File: src/rtl/assert_macros.svh
// Assertion macros for the RTL; included by the queue top level.
`ifndef ASSERT_MACROS_SVH
`define ASSERT_MACROS_SVH

`ifndef ASSERT_OFF

// Property checked on every rising clock edge outside reset.
`define ASSERT_CLK(lbl, clk, rst_n, prop) \
  lbl: assert property (@(posedge clk) disable iff (!rst_n) (prop)) \
    else $error("assertion failed");

// Condition that must never be seen outside reset.
`define ASSERT_NEVER(lbl, clk, rst_n, cond) \
  lbl: assert property (@(posedge clk) disable iff (!rst_n) !(cond)) \
    else $error("forbidden condition seen");

`else

`define ASSERT_CLK(lbl, clk, rst_n, prop)
`define ASSERT_NEVER(lbl, clk, rst_n, cond)

`endif

`endif

File: src/rtl/tlpq_pkg.sv
// Package for the two-level priority queue: codes, widths and cell control.
`timescale 1ns / 1ps

package tlpq_pkg;

  localparam int DEF_CAPACITY   = 16;
  localparam int DEF_DATA_WIDTH = 32;

  // Fixed field widths of the streams
  localparam int ACTION_W     = 2;
  localparam int PRIO_W       = 3;
  localparam int VALUE_W      = 32;
  localparam int STATUS_W     = 2;
  localparam int ITEM_COUNT_W = 5;

  localparam int IN_FIELDS_W  = ACTION_W + PRIO_W + VALUE_W;
  localparam int IN_TDATA_W   = ((IN_FIELDS_W + 7) / 8) * 8;
  localparam int OUT_FIELDS_W = STATUS_W + VALUE_W + 1 + ITEM_COUNT_W;
  localparam int OUT_TDATA_W  = ((OUT_FIELDS_W + 7) / 8) * 8;

  localparam logic [ACTION_W-1:0] ACT_ENQ  = 2'd0;
  localparam logic [ACTION_W-1:0] ACT_DEQ  = 2'd1;
  localparam logic [ACTION_W-1:0] ACT_PEEK = 2'd2;

  localparam logic [PRIO_W-1:0] PRIO_LOW  = 3'd0;
  localparam logic [PRIO_W-1:0] PRIO_HIGH = 3'd1;

  typedef enum logic [STATUS_W-1:0] {
    ST_OK      = 2'd0,
    ST_EMPTY   = 2'd1,
    ST_BADPRIO = 2'd2,
    ST_FULL    = 2'd3
  } status_t;

  // Broadcast to every cell of the chain
  typedef struct packed {
    logic ins;       // insert a new entry this cycle
    logic deq;       // shift everything toward the head
    logic ins_high;  // new entry is high priority
  } ctl_t;

endpackage

File: src/rtl/tlpq_cell.sv
// One slot of the queue chain: holds an entry and trades it with its neighbors.
`timescale 1ns / 1ps

module tlpq_cell #(
  parameter int IDX        = 0,
  parameter int CNT_W      = 5,
  parameter int DATA_WIDTH = 32
) (
  input  logic                  clk,
  input  tlpq_pkg::ctl_t        ctl,
  input  logic [CNT_W-1:0]      cnt,
  input  logic [DATA_WIDTH-1:0] new_data,
  input  logic                  left_stay,
  input  logic                  left_high,
  input  logic [DATA_WIDTH-1:0] left_data,
  input  logic                  right_high,
  input  logic [DATA_WIDTH-1:0] right_data,
  output logic                  stay,
  output logic                  high_q,
  output logic [DATA_WIDTH-1:0] data_q
);

  import tlpq_pkg::*;

  logic                  high_r;
  logic                  high_nxt;
  logic [DATA_WIDTH-1:0] data_r;
  logic [DATA_WIDTH-1:0] data_nxt;
  logic                  occupied;

  assign occupied = CNT_W'(IDX) < cnt;
  // Entries ahead of the insert point keep their place
  assign stay     = occupied && (!ctl.ins_high || high_r);
  assign high_q   = high_r;
  assign data_q   = data_r;

  always_comb begin
    high_nxt = high_r;
    data_nxt = data_r;
    if (ctl.deq) begin
      high_nxt = right_high;
      data_nxt = right_data;
    end else if (ctl.ins && !stay) begin
      if (left_stay) begin
        high_nxt = ctl.ins_high;
        data_nxt = new_data;
      end else begin
        high_nxt = left_high;
        data_nxt = left_data;
      end
    end
  end

  always_ff @(posedge clk) begin
    if (ctl.ins || ctl.deq) begin
      high_r <= high_nxt;
      data_r <= data_nxt;
    end
  end

endmodule

File: src/rtl/two_level_priority_queue.sv
// Top level of the two-level priority queue: request decode, count and result register.
`timescale 1ns / 1ps

// Two-level priority queue built as a chain of CAPACITY slot cells. Every
// request (enqueue, dequeue or peek) is taken directly: the cells shift the
// whole chain one place when it is accepted, to open a gap or close the
// head, so one request per cycle is accepted whenever the result register is
// free or being emptied in the same cycle. The result appears on the out
// channel in the cycle after acceptance and reports the status, the head
// entry and the count after the request. No clearing pass follows reset.
`include "assert_macros.svh"

module two_level_priority_queue #(
  parameter int CAPACITY   = tlpq_pkg::DEF_CAPACITY,
  parameter int DATA_WIDTH = tlpq_pkg::DEF_DATA_WIDTH
) (
  input  logic                             clk,
  input  logic                             rst_n,
  input  logic                             in_tvalid,
  output logic                             in_tready,
  // [1:0] action, [4:2] priority_level, [36:5] item_value, rest zero
  input  logic [tlpq_pkg::IN_TDATA_W-1:0]  in_tdata,
  output logic                             out_tvalid,
  input  logic                             out_tready,
  // [1:0] status, [33:2] head_value, [34] head_valid, [39:35] item_count
  output logic [tlpq_pkg::OUT_TDATA_W-1:0] out_tdata
);

  import tlpq_pkg::*;

  localparam int CNT_W = $clog2(CAPACITY + 1);

  logic                  acc;
  logic [ACTION_W-1:0]   in_action;
  logic [PRIO_W-1:0]     in_prio;
  logic [VALUE_W-1:0]    in_value;
  logic [DATA_WIDTH-1:0] new_data;
  status_t               status;
  ctl_t                  ctl;

  logic [CNT_W-1:0]      cnt_r;
  logic [CNT_W-1:0]      cnt_nxt;
  logic [DATA_WIDTH-1:0] head_nxt;

  logic                  out_tvalid_r;
  status_t               status_r;
  logic [VALUE_W-1:0]    head_value_r;
  logic                  head_valid_r;
  logic [ITEM_COUNT_W-1:0] item_count_r;

  logic                  stay   [CAPACITY];
  logic                  high_q [CAPACITY];
  logic [DATA_WIDTH-1:0] data_q [CAPACITY];

  assign in_action = in_tdata[ACTION_W-1:0];
  assign in_prio   = in_tdata[ACTION_W +: PRIO_W];
  assign in_value  = in_tdata[ACTION_W + PRIO_W +: VALUE_W];
  assign new_data  = DATA_WIDTH'(in_value);

  assign in_tready = !out_tvalid_r || out_tready;
  assign acc       = in_tvalid && in_tready;

  always_comb begin
    status = ST_OK;
    case (in_action)
      ACT_ENQ: begin
        if (in_prio != PRIO_LOW && in_prio != PRIO_HIGH) begin
          status = ST_BADPRIO;
        end else if (cnt_r == CNT_W'(CAPACITY)) begin
          status = ST_FULL;
        end
      end
      default: begin
        if (cnt_r == '0) begin
          status = ST_EMPTY;
        end
      end
    endcase
  end

  assign ctl.ins      = acc && (in_action == ACT_ENQ) && (status == ST_OK);
  assign ctl.deq      = acc && (in_action == ACT_DEQ) && (status == ST_OK);
  assign ctl.ins_high = (in_prio == PRIO_HIGH);

  always_comb begin
    cnt_nxt = cnt_r;
    if (ctl.ins) begin
      cnt_nxt = cnt_r + CNT_W'(1);
    end else if (ctl.deq) begin
      cnt_nxt = cnt_r - CNT_W'(1);
    end
  end

  // Head entry after this request
  always_comb begin
    head_nxt = data_q[0];
    if (ctl.deq) begin
      head_nxt = data_q[1];
    end else if (ctl.ins && !stay[0]) begin
      head_nxt = new_data;
    end
  end

  for (genvar i = 0; i < CAPACITY; i++) begin : g_cell
    logic                  l_stay;
    logic                  l_high;
    logic [DATA_WIDTH-1:0] l_data;
    logic                  r_high;
    logic [DATA_WIDTH-1:0] r_data;

    if (i == 0) begin : g_first
      // Head cell always sees an open insert point to its left
      assign l_stay = 1'b1;
      assign l_high = 1'b0;
      assign l_data = new_data;
    end else begin : g_mid
      assign l_stay = stay[i-1];
      assign l_high = high_q[i-1];
      assign l_data = data_q[i-1];
    end

    if (i == CAPACITY - 1) begin : g_last
      assign r_high = 1'b0;
      assign r_data = '0;
    end else begin : g_inner
      assign r_high = high_q[i+1];
      assign r_data = data_q[i+1];
    end

    tlpq_cell #(
      .IDX        (i),
      .CNT_W      (CNT_W),
      .DATA_WIDTH (DATA_WIDTH)
    ) u_cell (
      .clk        (clk),
      .ctl        (ctl),
      .cnt        (cnt_r),
      .new_data   (new_data),
      .left_stay  (l_stay),
      .left_high  (l_high),
      .left_data  (l_data),
      .right_high (r_high),
      .right_data (r_data),
      .stay       (stay[i]),
      .high_q     (high_q[i]),
      .data_q     (data_q[i])
    );
  end

  always_ff @(posedge clk) begin
    if (!rst_n) begin
      cnt_r        <= '0;
      out_tvalid_r <= 1'b0;
    end else begin
      if (acc) begin
        cnt_r        <= cnt_nxt;
        out_tvalid_r <= 1'b1;
      end else if (out_tready) begin
        out_tvalid_r <= 1'b0;
      end
    end
  end

  always_ff @(posedge clk) begin
    if (acc) begin
      status_r     <= status;
      head_valid_r <= (cnt_nxt != '0);
      head_value_r <= (cnt_nxt != '0) ? VALUE_W'(head_nxt) : '0;
      item_count_r <= ITEM_COUNT_W'(cnt_nxt);
    end
  end

  assign out_tvalid = out_tvalid_r;
  assign out_tdata  = OUT_TDATA_W'({item_count_r, head_valid_r, head_value_r, status_r});

  `ASSERT_NEVER(a_cnt_max, clk, rst_n, cnt_r > CNT_W'(CAPACITY))
  `ASSERT_CLK(a_deq_count, clk, rst_n,
              ctl.deq |=> cnt_r == $past(cnt_r) - CNT_W'(1))
  `ASSERT_CLK(a_high_head, clk, rst_n, (ctl.ins && ctl.ins_high) |=> high_q[0])
  `ASSERT_CLK(a_head_valid, clk, rst_n,
              out_tvalid_r |-> (head_valid_r == (item_count_r != '0)))

endmodule
File: config.mk
export PLATFORM = sky130hd
export DESIGN_NAME = two_level_priority_queue
export DESIGN_NICKNAME = d
export VERILOG_FILES = /design/src/rtl/tlpq_pkg.sv /design/src/rtl/tlpq_cell.sv /design/src/rtl/two_level_priority_queue.sv
export VERILOG_INCLUDE_DIRS = /design/src /design/src/rtl
export SDC_FILE = /design/constraint.sdc
export NUM_CORES = 1
export LEC_CHECK = 0
export ABC_AREA = 0
export ABC_CLOCK_PERIOD_IN_PS = 4000
export BUFFER_PORTS_ARGS = -buffer_cell sky130_fd_sc_hd__buf_2
export CAP_MARGIN = 10
export CORE_MARGIN = 4
export CORE_UTILIZATION = 41
export CTS_CLUSTER_SIZE = 24
export DETAILED_ROUTE_END_ITERATION = 8
export PLACE_DENSITY_LB_ADDON = 0.3
export SKIP_CTS_REPAIR_TIMING = 1
export SLEW_MARGIN = 40
export SYNTH_ARGS = -nofsm -noshare
export SYNTH_HDL_FRONTEND = slang
export SYNTH_SLANG_ARGS = --single-unit
export TNS_END_PERCENT = 10
File: constraint.sdc
create_clock -name clk -period 4 [get_ports clk]
set_input_delay 0.2 -clock clk [delete_from_list [all_inputs] [get_ports clk]]
set_output_delay 0.2 -clock clk [all_outputs]
set_load 0.02 [all_outputs]
## Word-level counts from Yosys, hierarchy flattened

Cells that the tools add are included.
Widths: inputs -> output; s select.

| operators by class | value |
|---|---|
| add/sub/neg operators | 2 |
| order comparisons | 16 |
| equality and inequality tests | 4 |
| muxes and demuxes | 100 |
| reductions and logical operators | 112 |

Operators by type and width:

| kind | number |
|---|---|
| $mux 32 | 46 |
| $mux 1 | 49 |
| $lt 4x5->1 const A | 8 |
| $logic_and 1x1->1 | 38 |
| $reduce_bool 2->1 | 17 |
| $reduce_and 2->1 | 16 |
| $lt 3x5->1 const A | 4 |
| $logic_not 1->1 | 18 |
| $logic_or 1x1->1 | 18 |
| $lt 1x5->1 const A | 2 |
| $lt 2x5->1 const A | 2 |
| $mux 5 | 2 |
| $mux 2 | 3 |
| $add 5x1->5 const B | 1 |
| $eq 5x5->1 const B | 1 |
| $logic_not 5->1 | 1 |
| $reduce_bool 5->1 | 1 |
| $sub 5x1->5 const B | 1 |
| $logic_not 2->1 | 2 |
| $eq 3x1->1 const B | 1 |
| $ne 3x1->1 const B | 1 |
| $reduce_bool 3->1 | 1 |
| $eq 2x1->1 const B | 1 |

| storage, ports and cells | value |
|---|---|
| register bits after elaboration | 574 |
| input port bits | 44 |
| output and inout port bits | 42 |
| logic and storage cells | 272 |

## Depth between registers and ports, before layout

| depth | value |
|---|---|
| word-level depth | 9 |
| mapped depth | 11 |
| depth with buffers taken out | 7 |

## Hierarchy

A second synthesis with hierarchy kept.

| second synthesis, totals | value |
|---|---|
| cell total of the unflattened synthesis | 2599 |
| area total of the unflattened synthesis | 30733.2 um^2 |

By module, submodules not included:

| module | instances | cells each | area each (um^2) |
|---|---|---|---|
| tlpq_cell (g_cell[0].u_cell ...) | 5 | 149 | 1755.4 |
| tlpq_cell (g_cell[13].u_cell ...) | 2 | 149 | 1754.2 |
| tlpq_cell (g_cell[1].u_cell ...) | 2 | 148 | 1750.4 |
| tlpq_cell (g_cell[11].u_cell ...) | 2 | 148 | 1749.2 |
| two_level_priority_queue | 1 | 223 | 2705.1 |
| tlpq_cell (g_cell[12].u_cell) | 1 | 149 | 1756.7 |
| tlpq_cell (g_cell[10].u_cell) | 1 | 149 | 1752.9 |
| tlpq_cell (g_cell[5].u_cell) | 1 | 148 | 1751.7 |
| tlpq_cell (g_cell[7].u_cell) | 1 | 148 | 1741.7 |
| tlpq_cell (g_cell[15].u_cell) | 1 | 147 | 1740.4 |

## Worst setup path after synthesis

OpenSTA, ideal clock, no wires.

| path | value |
|---|---|
| kind | reg-to-reg |
| from | register cnt_r[2] |
| to | register g_cell[2].u_cell.data_r[0], enable pin |
| library setup time | 0.434 ns |
| arrival | 3.110 ns |
| slack | 0.456 ns |
| cell stages (with the launch flop) | 8 |
| buffers on the path | 3 |
| clock period less this slack | 3.544 ns |
| path through | dfxtp_1 -> clkbuf_2 -> buf_4 -> or3_1 -> a21oi_1 -> a21oi_2 -> buf_2 -> a21oi_1 |

| on the way | value |
|---|---|
| longest elaborated chain between the ends | 9 |

Ends and longest elaborated chain:

| item | RTL line | text |
|---|---|---|
| start: declaration | two_level_priority_queue.sv:41 | `logic [CNT_W-1:0] cnt_r;` |
| start signal: assignment | two_level_priority_queue.sv:156 | `cnt_r <= cnt_nxt;` |
| $eq 5x5->1 | two_level_priority_queue.sv:69 | `end else if (cnt_r == CNT_W'(CAPACITY)) begin` |
| $mux 2 | two_level_priority_queue.sv:69 |  |
| $mux 2 | two_level_priority_queue.sv:67 | `if (in_prio != PRIO_LOW && in_prio != PRIO_HIGH) begin` |
| $mux 2 | two_level_priority_queue.sv:65 | `case (in_action)` |
| $logic_not 2->1 | two_level_priority_queue.sv:81, two_level_priority_queue.sv:82 |  |
| $logic_and 1x1->1 | two_level_priority_queue.sv:81 | `assign ctl.ins = acc && (in_action == ACT_ENQ) && (status == ST_OK);` |
| $logic_and 1x1->1 | tlpq_cell.sv:43 | `end else if (ctl.ins && !stay) begin` |
| $reduce_bool 2->1 (no source line) | - |  |
| $reduce_and 2->1 (no source line) (*) | - |  |
| end signal: assignment | tlpq_cell.sv:57 | `data_r <= data_nxt;` |
| end: declaration | tlpq_cell.sv:27 | `logic [DATA_WIDTH-1:0] data_r;` |

Every way passes the cells marked *; elsewhere a longest branch is shown, timed or not.
A chain may end at the register's enable or synchronous reset.

## Worst setup path in the final report

| path | value |
|---|---|
| from | register cnt_r[0] |
| to | register g_cell[15].u_cell.data_r[10], enable pin |

| on the way | value |
|---|---|
| longest elaborated chain between the ends | 9 |

Ends and longest elaborated chain:

| item | RTL line |
|---|---|
| $eq 5x5->1 | two_level_priority_queue.sv:69 |
| $mux 2 | two_level_priority_queue.sv:69 |
| $mux 2 | two_level_priority_queue.sv:67 |
| $mux 2 | two_level_priority_queue.sv:65 |
| $logic_not 2->1 | two_level_priority_queue.sv:81, two_level_priority_queue.sv:82 |
| $logic_and 1x1->1 | two_level_priority_queue.sv:81 |
| $logic_and 1x1->1 | tlpq_cell.sv:43 |
| $reduce_bool 2->1 (no source line) | - |
| $reduce_and 2->1 (no source line) (*) | - |
| end signal: assignment | tlpq_cell.sv:57 |
| end: declaration | tlpq_cell.sv:27 |

Marked as above.

==> out/metrics.sh <==
SYNTH_EDF_COUNT=568
WORST_EP_ARRIVAL_TIME_NS=3.40
POSTSYNTH.TOPFLOPCELL='edfxtp_1'
VIAS_PER_CELL=5.556
SHARE_OF_FLIP_FLOPS_WITH_AN_ASYNCHRONOUS_SET_OR_RESET=0
FINAL_SETUP_SKEW_NS=0.01486
PLACE_CONGESTION=0.8036
AREA.GROWTH.SYNTH_TO_FINAL_PCT=11.10
COUNT_OF_PINS_ON_THE_BLOCK_BOUNDARY=86
CLK_ROOT_BUFFER_CELL='clkbuf_16'
MULTI_INPUT_COMB_AREA_UM2=10830
SYNTHESIS.YOSYS.WARNINGS=0
NETSWITCHINGFRACTION=0.2513
GRT_PASS1_VIAS=19130
REGAREA_UM2=17180
DIE_H_UM=274.1
SYNTH.AVG_CELL_AREA_UM2=10.63
WORST_SETUP_PATH_START_KIND='register'
ROUTE.ANTENNA.REMAINING_NETS=0
FMAXACHIEVABLE_MHz=317.1
REPORT.POWER.TOTAL_uW=14340
TIMING_WORST_SETUP_PATH_TYPE='register to register'
SYN-NUM-NETS=2778
GRT_FIRST_PASS_WIRELENGTH_UM=111600
POST_ROUTE_CELLS_DRIVE_ABOVE_1_SHARE=0.09649
SLEW_VIOLATIONS=0
POWER.COMBINATIONAL.FRACTION=0.123
TIMING.MAX_CAP.VIOLATIONS=0
NUMCTSBUFFERS=57
REMAINING_DRC_ERRORS=0
DETAIL_ROUTE.FIRST_PASS.ITERATIONS=8
GRT-OVFL-TOTAL=0
SYNTH_CELL_TYPE_COUNT=55
START_UTIL=0.4137
INTPOWER_uW=10740
ROUTE.DETAILED.WL_PER_INST_UM=19.42
MAXSLEWHEADROOM=0.4301
HOLD_VIOLATIONS=0
PORT-BUFFER-COUNT=82
POST_SYNTH_INSTANCE_AREA_UM2=29020
DR_TOTAL_VIAS=20440
RESULT_OF_THE_RUN='completed'
DR.FIRST_ITER.DRC_COUNT=2532
CTS_HTREE_LEVELS=2
MAX_SLEW.WORST_PIN.SLEW_NS=0.8549
P_CLK_FRAC=0.376
POST-ROUTE-MIN-PERIOD_NS=3.153
LEAKAGE_uW=0.01151
FINISH.NET_COUNT=2738
CP_DATA_REQUIRED_TIME_NS=4.25
PERIOD_SHARE=0.7883
CLKLATENCYLATEPIN_NS=0.62
ROWS=97
SYNTH_SEQ_AREA_SHARE=0.5918
DIEAREA_UM2=75110
FINAL.FILL_COUNT=6519
RSZ0062_AT_GRT='false'
POSTLAYOUTCOREUTIL=0.4596
FLOORPLAN.DIE.WIDTH_UM=274.1
POST_SYNTH_INST_COUNT=2730
CTS_MAX_PATH_BUFFERS=3
CLOCK_SINKS=574
GRT_START_MAX_NET_PINS=222
FINAL.SETUP.TNS_NS=0
DETAIL_ROUTE.WIRELENGTH_UM=71430
MIN-DELAY-PATH-CLASS='input pin to register'
TOTAL_SWITCHING_POWER_uW=3604
SETUP-VIOLATIONS-FINAL=0
CRITPATHCAPTURETYPE='register'
DP_HPWL_UM=47570
GR-USAGE-ALL-LAYERS=0.1852
CRIT_PATH_MAX_FANOUT=33
CTS_TREE='built'
SEQPWRFRAC=0.501
YS_FF_LATCH=574
MAX-VDD-IR-DROP_mV=0.3672
NUMBER_OF_ANTENNA_VIOLATIONS_AT_THE_FIRST_CHECK_IN_GLOBAL_ROUTING=4
FLOORPLAN.CORE_AREA_UM2=70150
CLK_PIN_SLEW_WORST_PATHS_NS=0.06
POWER.DENSITY_nW_PER_UM2=444.8
## layer usage
| metal | wire [um] | track usage | part of all wire | vias to the layer above |
|---|---|---|---|---|
| li1 | - | - | - | 9725 |
| met3 | 6015 | 0.02800 | 0.084 | 88 |
| met4 | 1327 | 0.03982 | 0.019 | 0 |
| met2 | 31040 | 0.2788 | 0.43 | 844 |
| met5 | 0 | 0 | 0 | - |
| met1 | 33050 | 0.2840 | 0.46 | 9779 |
## cells in the mapped netlist (all sizes together) (2+ instances only)
master  number  area (um^2)
nand2      603         2263
edfxtp     568        17060
o21ai      449         2255
mux2i      320         3203
nor2       163        614.3
a21oi      142        718.2
buf        121        684.4
clkbuf     121        455.4
inv         41        153.9
a31oi       35        219.0
a21boi      33        247.7
o31ai       33        247.7
a22o        32        280.3
and2         7        43.79
dfxtp        6        120.1
nand3        6        30.03
ha           4        50.05
o21bai       4        30.03
or2          4        25.02
or3          4        25.02
a21o         3        22.52
and4         3        28.78
nand4        3        25.02
nor3         3        26.28
nand2b       2        12.51
o21a         2        15.01
o22ai        2        25.02
xnor2        2        17.52
## per-stage QoR
step | instance area, um^2 | hold slack [ns] | worst slack (ns) | cells
after detailed placement | 30340 | 0.4853 | 0.9046 | 3567
after global placement | 30250 | 0.4757 | 0.9496 | 3562
final | 32240 | 0.03886 | 0.8468 | 3678
after floorplan | 29020 | 0.3217 | 0.4561 | 2730
after CTS | 32190 | -0.1694 | 0.8925 | 3672
after global routing | 32240 | 0.07878 | 0.7195 | 3678
## worst max-delay path: stages (launching register included)
cell and delay (ns):
dfxtp_1 0.60, inv_1 0.18, ha_1 0.31, nand4_2 0.16, nand2_1 0.07, buf_4 0.27
inv_2 0.40, o31a_2 0.27, buf_4 0.45
## power by group through the flow
stage                     sequential [uW]  combinational (uW)  clock [uW]
final                                7180                1770        5390
after global routing                 7200                1930        5750
after CTS                            7180                1750        5510
after detailed placement             7300                1750           0
after global placement               7290                1680           0
after floorplan                      7320                1180           0
## area by class of cell
type,count,share of cell area
Antenna cell,2,0.0001552
Clock buffer,74,0.04808
Clock inverter,31,0.009158
Inverter,42,0.004889
Multi-Input combinational cell,1872,0.3359
Sequential cell,574,0.5327
Tap cell,940,0.03648
Timing Repair Buffer,143,0.03260
## kinds of logic after synthesis
| family | Yosys count | share of synthesized area |
|---|---|---|
| AO/OA/AOI/OAI | 744 | 0.1430 |
| flip-flops | 574 | 0.5918 |
| adder cells (fa/ha/maj) | 4 | 0.001725 |
| XOR/XNOR | 2 | 0.0006037 |
| multiplexers | 321 | 0.1108 |
| buffers and inverters | 284 | 0.04471 |
| AND/OR/NAND/NOR | 801 | 0.1073 |
## path summary, 6_finish.rpt
path	start	to	slack, ns	cells after the start
worst max register to register	cnt_r[0]$_SDFFE_PN0P_	g_cell[15].u_cell.data_q[10]$_SDFFCE_PP0P_	0.85	8
worst min register to register	g_cell[15].u_cell.data_q[24]$_SDFFCE_PP0P_	g_cell[14].u_cell.data_q[24]$_DFFE_PP_	0.52	2
worst max-delay path	cnt_r[0]$_SDFFE_PN0P_	g_cell[15].u_cell.data_q[10]$_SDFFCE_PP0P_	0.85	8
worst min-delay path	in_tdata[1]	status_r[0]$_DFFE_PP_	0.04	3
## placed cells by master (no fill, tap or decap), drive strengths merged, types with 4 or more instances in the layout
cell / instances
bufinv: 6
a21boi: 33
clkbuf: 74
and2: 7
edfxtp: 568
or2: 4
dfxtp: 6
a22o: 32
ha: 4
buf: 140
o21bai: 4
mux2i: 320
clkinv: 22
a21oi: 142
inv: 44
nand2: 603
nand3: 6
a31oi: 35
o31ai: 33
nor2: 163
or3: 4
o21ai: 449
## sequential cells by signal, indices dropped and copies added, names as in the netlist
signal,cells
status_r,2
cnt_r,5
head_value_r,32
g_cell.u_cell.high_q,16
out_tvalid,1
item_count_r,5
head_valid_r,1
g_cell.u_cell.data_q,512
(Power assumes the default switching activity.)
